[src/rtl/core/fqr_pkg.sv]
`timescale 1ns / 1ps

package fqr_pkg;

  // queue geometry
  localparam int Depth   = 16;
  localparam int HandleW = 32;
  localparam int CntW    = $clog2(Depth + 1);

  // widths of the command and result fields
  localparam int ActW    = 2;
  localparam int StatW   = 2;
  localparam int ItemW   = 32;
  localparam int CountW  = 5;

  typedef enum logic [ActW-1:0] {
    ACT_ENQ   = 2'd0,
    ACT_DEQ   = 2'd1,
    ACT_REM   = 2'd2,
    ACT_QUERY = 2'd3
  } action_e;

  typedef enum logic [StatW-1:0] {
    ST_OK      = 2'd0,
    ST_EMPTY   = 2'd1,
    ST_FULL    = 2'd2,
    ST_MISSING = 2'd3
  } status_e;

  // control broadcast to every cell during the execute cycle
  typedef struct packed {
    logic               enq;
    logic               deq;
    logic               rem;
    logic [HandleW-1:0] handle;
  } ctrl_t;

endpackage

[src/rtl/core/fifo_queue_with_remove_by_value.sv]
`timescale 1ns / 1ps

// Ordered queue of handles with enqueue, dequeue, remove-by-value and query.
// Command channel: a beat is taken at a rising edge with start high and busy
// low; action_i and item_handle_i are sampled then. busy rises for the next
// cycle while the row of cells works on the command.
// Result channel: valid_o is high for exactly one cycle with status_o,
// item_out_o, count_o and is_empty_o. The receiver cannot stall; the beat is
// gone after that cycle.
// Timing: the result is shown in the cycle after the execute cycle. A new
// command may be given in the cycle the result is shown. In the execute
// cycle of a remove every cell compares its handle, the first-match flag
// ripples down the row and the cells behind the match shift toward the head.
// Reset: all cells are marked empty and the count cleared at once; no
// command is pending and no result is shown. Stored handles keep no reset.
// Full: an enqueue with all cells used returns the full status and leaves
// the queue as it was.
module fifo_queue_with_remove_by_value (
  input  logic                       clk_i,
  input  logic                       rst_ni,
  input  logic                       start,
  input  logic [fqr_pkg::ActW-1:0]   action_i,
  input  logic [fqr_pkg::ItemW-1:0]  item_handle_i,
  output logic                       busy,
  output logic                       valid_o,
  output logic [fqr_pkg::StatW-1:0]  status_o,
  output logic [fqr_pkg::ItemW-1:0]  item_out_o,
  output logic [fqr_pkg::CountW-1:0] count_o,
  output logic                       is_empty_o
);

  localparam int Depth = fqr_pkg::Depth;

  logic                        busy_q, done_q;
  fqr_pkg::action_e            act_q;
  logic [fqr_pkg::HandleW-1:0] handle_q;
  logic [fqr_pkg::CntW-1:0]    count_q, count_d;
  fqr_pkg::status_e            status_q, status_d;
  logic [fqr_pkg::HandleW-1:0] item_q, item_d;
  logic                        accept;
  logic                        full;
  logic                        empty;
  fqr_pkg::ctrl_t              ctrl;

  logic [Depth:0]              seen;
  logic [Depth:0]              valid_chain;
  logic [fqr_pkg::HandleW-1:0] data_chain [Depth+1];
  logic [Depth-1:0]            valid_vec;

  assign accept = start & ~busy_q;
  assign full   = (count_q == fqr_pkg::CntW'(Depth));
  assign empty  = (count_q == '0);

  // command capture
  always_ff @(posedge clk_i or negedge rst_ni) begin
    if (!rst_ni) begin
      busy_q <= 1'b0;
      done_q <= 1'b0;
    end else begin
      busy_q <= accept;
      done_q <= busy_q;
    end
  end

  always_ff @(posedge clk_i) begin
    if (accept) begin
      act_q    <= fqr_pkg::action_e'(action_i);
      handle_q <= fqr_pkg::HandleW'(item_handle_i);
    end
  end

  // broadcast control, live only in the execute cycle
  always_comb begin
    ctrl.enq    = busy_q & (act_q == fqr_pkg::ACT_ENQ);
    ctrl.deq    = busy_q & (act_q == fqr_pkg::ACT_DEQ);
    ctrl.rem    = busy_q & (act_q == fqr_pkg::ACT_REM);
    ctrl.handle = handle_q;
  end

  // row of cells, head at index zero
  assign seen[0]            = ctrl.deq;
  assign valid_chain[Depth] = 1'b0;
  assign data_chain[Depth]  = '0;

  for (genvar k = 0; k < Depth; k++) begin : g_cell
    logic prv_valid;
    if (k == 0) begin : g_head
      assign prv_valid = 1'b1;
    end else begin : g_body
      assign prv_valid = valid_chain[k-1];
    end

    fqr_cell u_cell (
      .clk_i       (clk_i),
      .rst_ni      (rst_ni),
      .ctrl_i      (ctrl),
      .prv_valid_i (prv_valid),
      .nxt_valid_i (valid_chain[k+1]),
      .nxt_data_i  (data_chain[k+1]),
      .seen_i      (seen[k]),
      .seen_o      (seen[k+1]),
      .valid_o     (valid_chain[k]),
      .data_o      (data_chain[k])
    );

    assign valid_vec[k] = valid_chain[k];
  end

  // result and count update
  always_comb begin
    status_d = fqr_pkg::ST_OK;
    item_d   = '0;
    count_d  = count_q;
    case (act_q)
      fqr_pkg::ACT_ENQ: begin
        if (full) begin
          status_d = fqr_pkg::ST_FULL;
        end else begin
          count_d = count_q + 1'b1;
        end
      end
      fqr_pkg::ACT_DEQ: begin
        if (empty) begin
          status_d = fqr_pkg::ST_EMPTY;
        end else begin
          item_d  = data_chain[0];
          count_d = count_q - 1'b1;
        end
      end
      fqr_pkg::ACT_REM: begin
        if (empty) begin
          status_d = fqr_pkg::ST_EMPTY;
        end else if (seen[Depth]) begin
          count_d = count_q - 1'b1;
        end else begin
          status_d = fqr_pkg::ST_MISSING;
        end
      end
      default: begin
        status_d = fqr_pkg::ST_OK;
      end
    endcase
  end

  always_ff @(posedge clk_i or negedge rst_ni) begin
    if (!rst_ni) begin
      count_q <= '0;
    end else if (busy_q) begin
      count_q <= count_d;
    end
  end

  always_ff @(posedge clk_i) begin
    if (busy_q) begin
      status_q <= status_d;
      item_q   <= item_d;
    end
  end

  assign busy       = busy_q;
  assign valid_o    = done_q;
  assign status_o   = status_q;
  assign item_out_o = fqr_pkg::ItemW'(item_q);
  assign count_o    = fqr_pkg::CountW'(count_q);
  assign is_empty_o = (count_q == '0);

  // occupied cells always match the count
  a_count_cells: assert property (@(posedge clk_i) disable iff (!rst_ni)
    $countones(valid_vec) == int'(count_q))
    else $error("cell valid bits disagree with count");

  a_count_range: assert property (@(posedge clk_i) disable iff (!rst_ni)
    count_q <= fqr_pkg::CntW'(Depth))
    else $error("count beyond depth");

  a_exec_result: assert property (@(posedge clk_i) disable iff (!rst_ni)
    busy_q |=> done_q && !busy_q)
    else $error("execute cycle not followed by a single result");

  a_no_overlap: assert property (@(posedge clk_i) disable iff (!rst_ni)
    !(busy_q && done_q))
    else $error("result shown while a command executes");

  a_deq_count: assert property (@(posedge clk_i) disable iff (!rst_ni)
    (busy_q && act_q == fqr_pkg::ACT_DEQ && !empty) |=> count_q == $past(count_q) - 1'b1)
    else $error("dequeue did not lower the count");

endmodule

[src/rtl/core/fqr_cell.sv]
`timescale 1ns / 1ps

module fqr_cell (
  input  logic                        clk_i,
  input  logic                        rst_ni,
  input  fqr_pkg::ctrl_t              ctrl_i,
  input  logic                        prv_valid_i,
  input  logic                        nxt_valid_i,
  input  logic [fqr_pkg::HandleW-1:0] nxt_data_i,
  input  logic                        seen_i,
  output logic                        seen_o,
  output logic                        valid_o,
  output logic [fqr_pkg::HandleW-1:0] data_o
);

  logic                        valid_q, valid_d;
  logic [fqr_pkg::HandleW-1:0] data_q, data_d;
  logic                        hit;
  logic                        take_nxt;
  logic                        load;

  // match against the broadcast handle, first hit marks the cells to collapse
  assign hit      = ctrl_i.rem & valid_q & (data_q == ctrl_i.handle);
  assign seen_o   = seen_i | hit;
  assign take_nxt = (ctrl_i.rem | ctrl_i.deq) & seen_o;
  // the first free cell takes an appended handle
  assign load     = ctrl_i.enq & ~valid_q & prv_valid_i;

  always_comb begin
    valid_d = valid_q;
    data_d  = data_q;
    if (take_nxt) begin
      valid_d = nxt_valid_i;
      data_d  = nxt_data_i;
    end else if (load) begin
      valid_d = 1'b1;
      data_d  = ctrl_i.handle;
    end
  end

  always_ff @(posedge clk_i or negedge rst_ni) begin
    if (!rst_ni) begin
      valid_q <= 1'b0;
    end else begin
      valid_q <= valid_d;
    end
  end

  // payload holds no reset
  always_ff @(posedge clk_i) begin
    data_q <= data_d;
  end

  assign valid_o = valid_q;
  assign data_o  = data_q;

endmodule

[config.mk]
export PLATFORM = sky130hd
export DESIGN_NAME = fifo_queue_with_remove_by_value
export DESIGN_NICKNAME = d
export VERILOG_FILES = /design/src/rtl/core/fqr_pkg.sv /design/src/rtl/core/fifo_queue_with_remove_by_value.sv /design/src/rtl/core/fqr_cell.sv
export SDC_FILE = /design/constraint.sdc
export NUM_CORES = 1
export LEC_CHECK = 0
export ABC_CLOCK_PERIOD_IN_PS = 9300
export BUFFER_PORTS_ARGS = -buffer_cell sky130_fd_sc_hd__buf_2
export CORE_AREA = 5 5 289 291
export DETAILED_ROUTE_END_ITERATION = 6
export DIE_AREA = 0 0 294 296
export PLACE_DENSITY = 0.56
export REMOVE_ABC_BUFFERS = 1
export SETUP_SLACK_MARGIN = 0.5
export SYNTH_ARGS = -nofsm -noshare
export SYNTH_HDL_FRONTEND = slang
export SYNTH_SLANG_ARGS = --single-unit
[constraint.sdc]
create_clock -name clk_i -period 9.3 [get_ports clk_i]
set_clock_uncertainty 0.05 [all_clocks]
set_input_delay 1.86 -clock clk_i [delete_from_list [all_inputs] [get_ports clk_i]]
set_output_delay 1.86 -clock clk_i [all_outputs]
set_load 0.1 [all_outputs]
* After elaboration in Yosys (flattened, before gate mapping)
Index checks and enable logic that the tools add are counted.
** Storage, ports and cells
- Register bits after elaboration :: 603
- Output and inout port bits :: 42
- Input bits :: 37
- Logic and storage cells :: 275
** Operators by class
- Eq/ne operators :: 23
- Multiplexer cells :: 72
- Bitwise operators :: 118
- Add/sub/neg operators :: 2
- Reductions and logical operators :: 21
** Operators with widths (number)
- $mux W32 :: 30
- $eq A32 B32 Y1 :: 16
- $and A1 B1 Y1 :: 83
- $mux W1 :: 33
- $reduce_bool A2 Y1 :: 16
- $mux W5 :: 4
- $not A1 Y1 :: 18
- $or A1 B1 Y1 :: 17
- $pmux W5 S3 :: 1
- $mux W2 :: 3
- $ne A2 B2 Y1 const B :: 3
- $pmux W2 S3 :: 1
- $reduce_and A6 Y1 :: 1
- $add A5 B1 Y5 const B :: 1
- $eq A5 B5 Y1 const B :: 1
- $logic_not A5 Y1 :: 1
- $sub A5 B1 Y5 const B :: 1
- $reduce_bool A3 Y1 :: 1
- $eq A2 B1 Y1 const B :: 1
- $eq A2 B2 Y1 const B :: 1
- $logic_not A2 Y1 :: 1
- $ne A2 B1 Y1 const B :: 1
- $reduce_or A2 Y1 :: 1

* Depth between registers and ports, before layout
- Depth after elaboration :: 23
- Gate-level depth with buffers :: 15
- Depth with buffers taken out :: 11

* Modules after synthesis
From an unflattened synthesis, not the netlist that was laid out.
** Second synthesis, totals
- Cells, all modules :: 5210
- Area, all modules :: 48541.6 sq um
** By module, submodules not included
- fqr_cell :: cells an instance 316, sequential area each 985.9 sq um, times used 16, area each 2859.0 sq um
- fifo_queue_with_remove_by_value :: cells an instance 154, sequential area each 2217.1 sq um, times used 1, area each 2797.7 sq um

* Worst setup path before layout
OpenSTA, ideal clock, no wires.
- Path type :: register to register
- Start :: register busy_q, in the netlist busy
- End :: register g_cell[7].u_cell.data_q, in the netlist g_cell[7].u_cell.data_o[0], enable pin
- Library setup time :: 466 ps
- Data arrival time :: 5002 ps
- Required time :: 8784 ps
- Path slack :: 3783 ps
- Period minus slack after synthesis :: 5517 ps
- Buffers on the path :: 4
- Cell stages (with the launch flop) :: 12
- Cells stage by stage :: dfrtp_1 > and2_1 > buf_2 > nand3_1 > or4_4 > o31ai_4 > nor3_1 > and3_1 > buf_2 > buf_2 > clkbuf_1 > o21ai_0
** On the way
- Cells in the longest elaborated chain, start to end :: 13
- Elaborated cells on any way between the ends :: 32
- Those cells by class :: bitwise (31); reduce/logical (1)
** RTL lines
- start: declaration :: RTL line fifo_queue_with_remove_by_value.sv:34 : logic busy_q, done_q;
- start signal: assignment :: RTL line fifo_queue_with_remove_by_value.sv:60 : busy_q <= accept;
- $and A1 B1 Y1 :: RTL line fifo_queue_with_remove_by_value.sv:76 : ctrl.rem = busy_q & (act_q == fqr_pkg::ACT_REM);
- $and A1 B1 Y1 (2 in a row) :: RTL line fqr_cell.sv:23 : assign hit = ctrl_i.rem & valid_q & (data_q == ctrl_i.handle);
- $or A1 B1 Y1 (8 in a row) :: RTL line fqr_cell.sv:24 : assign seen_o = seen_i | hit;
- $and A1 B1 Y1 :: RTL line fqr_cell.sv:25 : assign take_nxt = (ctrl_i.rem | ctrl_i.deq) & seen_o;
- $reduce_bool A2 Y1 (no line) (*)
- end signal: assignment :: RTL line fqr_cell.sv:51 : data_q <= data_d;
- end: declaration :: RTL line fqr_cell.sv:17 : logic [fqr_pkg::HandleW-1:0] data_q, data_d;
Mark *: on every way between the ends. The rest lies on a longest branch, timed or not.
A chain may end at the register's enable or synchronous reset.

* Worst setup path after layout
- Start :: register act_q[0]
- End :: register g_cell[5].u_cell.data_q, in the netlist g_cell[5].u_cell.data_o[6], enable pin
** On the way
- Cells in the longest elaborated chain, start to end :: 12
- Elaborated cells on any way between the ends :: 29
- Those cells by class :: eq/ne (2); bitwise (25); reduce/logical (2)
** RTL lines
- start: declaration :: RTL line fifo_queue_with_remove_by_value.sv:35 : fqr_pkg::action_e act_q;
- start signal: assignment :: RTL line fifo_queue_with_remove_by_value.sv:67 : act_q <= fqr_pkg::action_e'(action_i);
- $eq A2 B2 Y1 :: RTL line fifo_queue_with_remove_by_value.sv:76
- $and A1 B1 Y1 :: RTL line fifo_queue_with_remove_by_value.sv:76
- $and A1 B1 Y1 (2 in a row) :: RTL line fqr_cell.sv:23
- $or A1 B1 Y1 (6 in a row) :: RTL line fqr_cell.sv:24
- $and A1 B1 Y1 :: RTL line fqr_cell.sv:25
- $reduce_bool A2 Y1 (no line) (*)
- end signal: assignment :: RTL line fqr_cell.sv:51
- end: declaration :: RTL line fqr_cell.sv:17
Marks and branches as above.

==> reports/qor.txt <==
run status = completed
number of fill cells = 7299
post-DR vias/cell = 5.37
Hold Buf Count CTS = 0
Leakage Power = 11.9 nW
number of H-tree levels = 3
placer congestion estimate = 0.821
overall die area = 87000 um^2
fin crit period = 5.96 ns
half-perimeter wire length after detailed placement = 61.9 mm
width of the chip = 294 um
synthesized area per cell = 13.3 um^2
Setup Viol. Count Final = 0
power density normalized to cell area = 202 nW/um^2
Synth Register Bits = 603
sequential fraction of the synthesis area = 56.6%
DRC violation count after routing = 0
share of final-layout standard cells stronger than drive strength 1 = 27.8%
wire length of the first global-routing pass = 133 mm
commonest cells after routing, fill and taps aside = sky130_fd_sc_hd__edfxtp_1 (548), sky130_fd_sc_hd__mux2_2 (394), sky130_fd_sc_hd__xnor2_1 (262), sky130_fd_sc_hd__xor2_1 (253), sky130_fd_sc_hd__nand2_1 (200)
Post-CTS Setup Bufs = 0
crit share post-route = 64.1%
number of maximum-capacitance violations = 0
number of top-level pins = 79
total global routing track utilization = 20.5%
number of instances in the synthesized netlist = 2341
EDFF count, synth = 548
Clock Sinks = 603
CTS Buf Count = 70
Starting DRT DRC Count = 1510
remaining antenna violation count after routing = 0
prevailing post-synth register cell = sky130_fd_sc_hd__edfxtp_1
number of search-and-repair iterations in the first detailed-routing pass = 7
worst-case headroom to the max-slew limit = 27.8%
Worst Hold Slack = 0.428 ns
cell type with the largest total area after synthesis = sky130_fd_sc_hd__edfxtp_1
initial antenna violation count = 2
crit end category = flop
maximum number of pins on one net before global-route repair = 42
clock latency on the worst-skew pair = 0.61 ns
quantity of gates resized following cts = 0
global route overflow = 0
Core Area = 80300 um^2
most common cell after layout, fill and taps aside = sky130_fd_sc_hd__edfxtp_1
Min-Delay Path Class = reg -> reg
height of the die = 296 um
detailed-route wire length per cell = 26.1 um
initial core utilization = 38.9%
buffer depth of the longest clock path = 3
total wire length after detailed routing = 90.8 mm
# rows = 104
combined area of all synthesized cells = 31200 um^2
critical path class = reg -> reg
CTS tree = done
Crit path required time = 9.55 ns
Yosys cell types = 50
actual slew at the worst max-slew pin = 1.07 ns
highest fanout seen on the critical path = 37
unrepaired setup endpoints after global routing = no
CP Launch Type = flop
endpoint arrival time on the critical path = 6.21 ns
Clock Root Buffer = sky130_fd_sc_hd__clkbuf_16
Achievable Freq = 168 MHz
share of flip-flops with an asynchronous set or reset after synthesis = 3.81%
Synthesis Warnings = 0
nets = 2414
total negative setup slack = 0 ns
leading post-synthesis cells by cell area = sky130_fd_sc_hd__edfxtp_1 (53%), sky130_fd_sc_hd__mux2_2 (14%), sky130_fd_sc_hd__xnor2_1 (7.3%)
count of final max-slew check failures = 0
via count = 18700
clock transition at the registers of the reported paths = 0.06 ns
Worst IR Drop VDD = 0.134 mV
number of port buffers = 78
vias in the first global route = 19500
count of final hold-check violations = 0
area share of the leading cell type in the synthesized netlist = 52.7%
Area Growth Syn to Fin = 11.7%
## final timing paths
path	startpoint	endpoint	slack, ns	cells past startpoint
worst max register to register	act_q[0]	g_cell[5].u_cell.data_o[6]	3.34	15
worst min register to register	g_cell[15].u_cell.data_o[10]	g_cell[15].u_cell.data_o[10]	0.43	2
max in group asynchronous	rst_ni	busy	7.45	1
worst min-delay path	g_cell[15].u_cell.data_o[10]	g_cell[15].u_cell.data_o[10]	0.43	2
worst max-delay path	act_q[0]	g_cell[5].u_cell.data_o[6]	3.34	15
min in group asynchronous	rst_ni	count_o[4]	1.25	1
## report_power, final
group | internal [mW] | switching [mW] | total, mW
Combinational | 0.360 | 0.653 | 1.01
Clock | 1.55 | 1.11 | 2.66
Sequential | 3.19 | 0.180 | 3.37
Total | 5.10 | 1.94 | 7.04
## flip-flops by register name (all words and copies together), names as in the netlist
signal                 flops
act_q                      2
busy                       1
count_o                    5
g_cell.u_cell.data_o     512
g_cell.u_cell.valid_o     16
handle_q                  32
item_out_o                32
status_o                   2
valid_o                    1
## metrics by stage
step	instance area [um^2]	util [%]	instances	total power, mW	setup slack (ns)
after floorplan	30300	-	2137	4.09	0.306
after global placement	32700	40.7	3357	4.41	3.45
after CTS	34900	43.4	3485	7.10	3.33
after global routing	34900	43.4	3486	7.31	2.94
final	34900	43.4	3487	7.04	3.34
after detailed placement	32700	40.7	3357	4.43	3.37
## worst max-delay path, cell delays in order, from the launching register on
cell and delay (ns):
sky130_fd_sc_hd__edfxtp_1 0.38, sky130_fd_sc_hd__inv_1 0.08, sky130_fd_sc_hd__ha_1 0.26, sky130_fd_sc_hd__and2_1 0.16, sky130_fd_sc_hd__buf_4 0.23, sky130_fd_sc_hd__nand3_1 0.12
sky130_fd_sc_hd__or4_4 0.14, sky130_fd_sc_hd__o31ai_4 0.05, sky130_fd_sc_hd__buf_4 0.28, sky130_fd_sc_hd__nor2_4 0.81, sky130_fd_sc_hd__nand3_2 0.95, sky130_fd_sc_hd__or2_1 0.52
sky130_fd_sc_hd__buf_4 0.29, sky130_fd_sc_hd__nor2b_4 0.86, sky130_fd_sc_hd__o21ai_2 0.09, sky130_fd_sc_hd__buf_4 0.31
## cell usage after synthesis, types with 2 or more instances
library cell / instances
sky130_fd_sc_hd__xor2_1: 253
sky130_fd_sc_hd__nand3_1: 22
sky130_fd_sc_hd__xnor2_1: 262
sky130_fd_sc_hd__o211ai_1: 3
sky130_fd_sc_hd__a31oi_1: 3
sky130_fd_sc_hd__nand2_1: 200
sky130_fd_sc_hd__mux2_1: 56
sky130_fd_sc_hd__nor3b_1: 2
sky130_fd_sc_hd__a21oi_1: 50
sky130_fd_sc_hd__buf_6: 3
sky130_fd_sc_hd__nand2b_1: 2
sky130_fd_sc_hd__buf_2: 105
sky130_fd_sc_hd__nor3_1: 11
sky130_fd_sc_hd__a221o_1: 2
sky130_fd_sc_hd__nor2b_1: 2
sky130_fd_sc_hd__o21ai_0: 13
sky130_fd_sc_hd__nand4_1: 76
sky130_fd_sc_hd__and3_1: 37
sky130_fd_sc_hd__nor4_1: 74
sky130_fd_sc_hd__ha_1: 7
sky130_fd_sc_hd__buf_1: 11
sky130_fd_sc_hd__dfrtp_1: 23
sky130_fd_sc_hd__mux2_2: 394
sky130_fd_sc_hd__nand3_2: 4
sky130_fd_sc_hd__a21o_1: 5
sky130_fd_sc_hd__and2_1: 4
sky130_fd_sc_hd__dfxtp_1: 32
sky130_fd_sc_hd__buf_4: 11
sky130_fd_sc_hd__or4_1: 6
sky130_fd_sc_hd__nor2_1: 19
sky130_fd_sc_hd__o21bai_1: 4
sky130_fd_sc_hd__edfxtp_1: 548
sky130_fd_sc_hd__inv_1: 7
sky130_fd_sc_hd__clkbuf_1: 74
## per-layer routing
layer,part of all wire [%],GRT usage (%)
met1,44,28.0
met5,0,0
met2,47,33.3
met4,3.0,6.19
met3,5.9,3.96
## logic make-up after synthesis
group / Yosys count / synth area share (%)
DFF: 603 / 56.6
AOI/OAI and AO/OA: 88 / 1.67
xor gates and xnor gates: 515 / 14.4
buffers and inverters: 211 / 3.16
muxes: 450 / 16.2
and+or+nand+nor: 466 / 7.56
adders and majority gates: 8 / 0.345
## final cells by class
type,instances,area (um^2),share of cell area [%]
sequential,603,17700,50.7
multi-input combinational,1527,12600,36.3
clock buffer,97,1960,5.61
tap,1060,1330,3.80
timing repair buffer,160,1010,2.88
clock inverter,31,235,0.675
inverter,7,26.3,0.0753
antenna,2,5.00,0.0144
(Power assumes the default switching activity.)
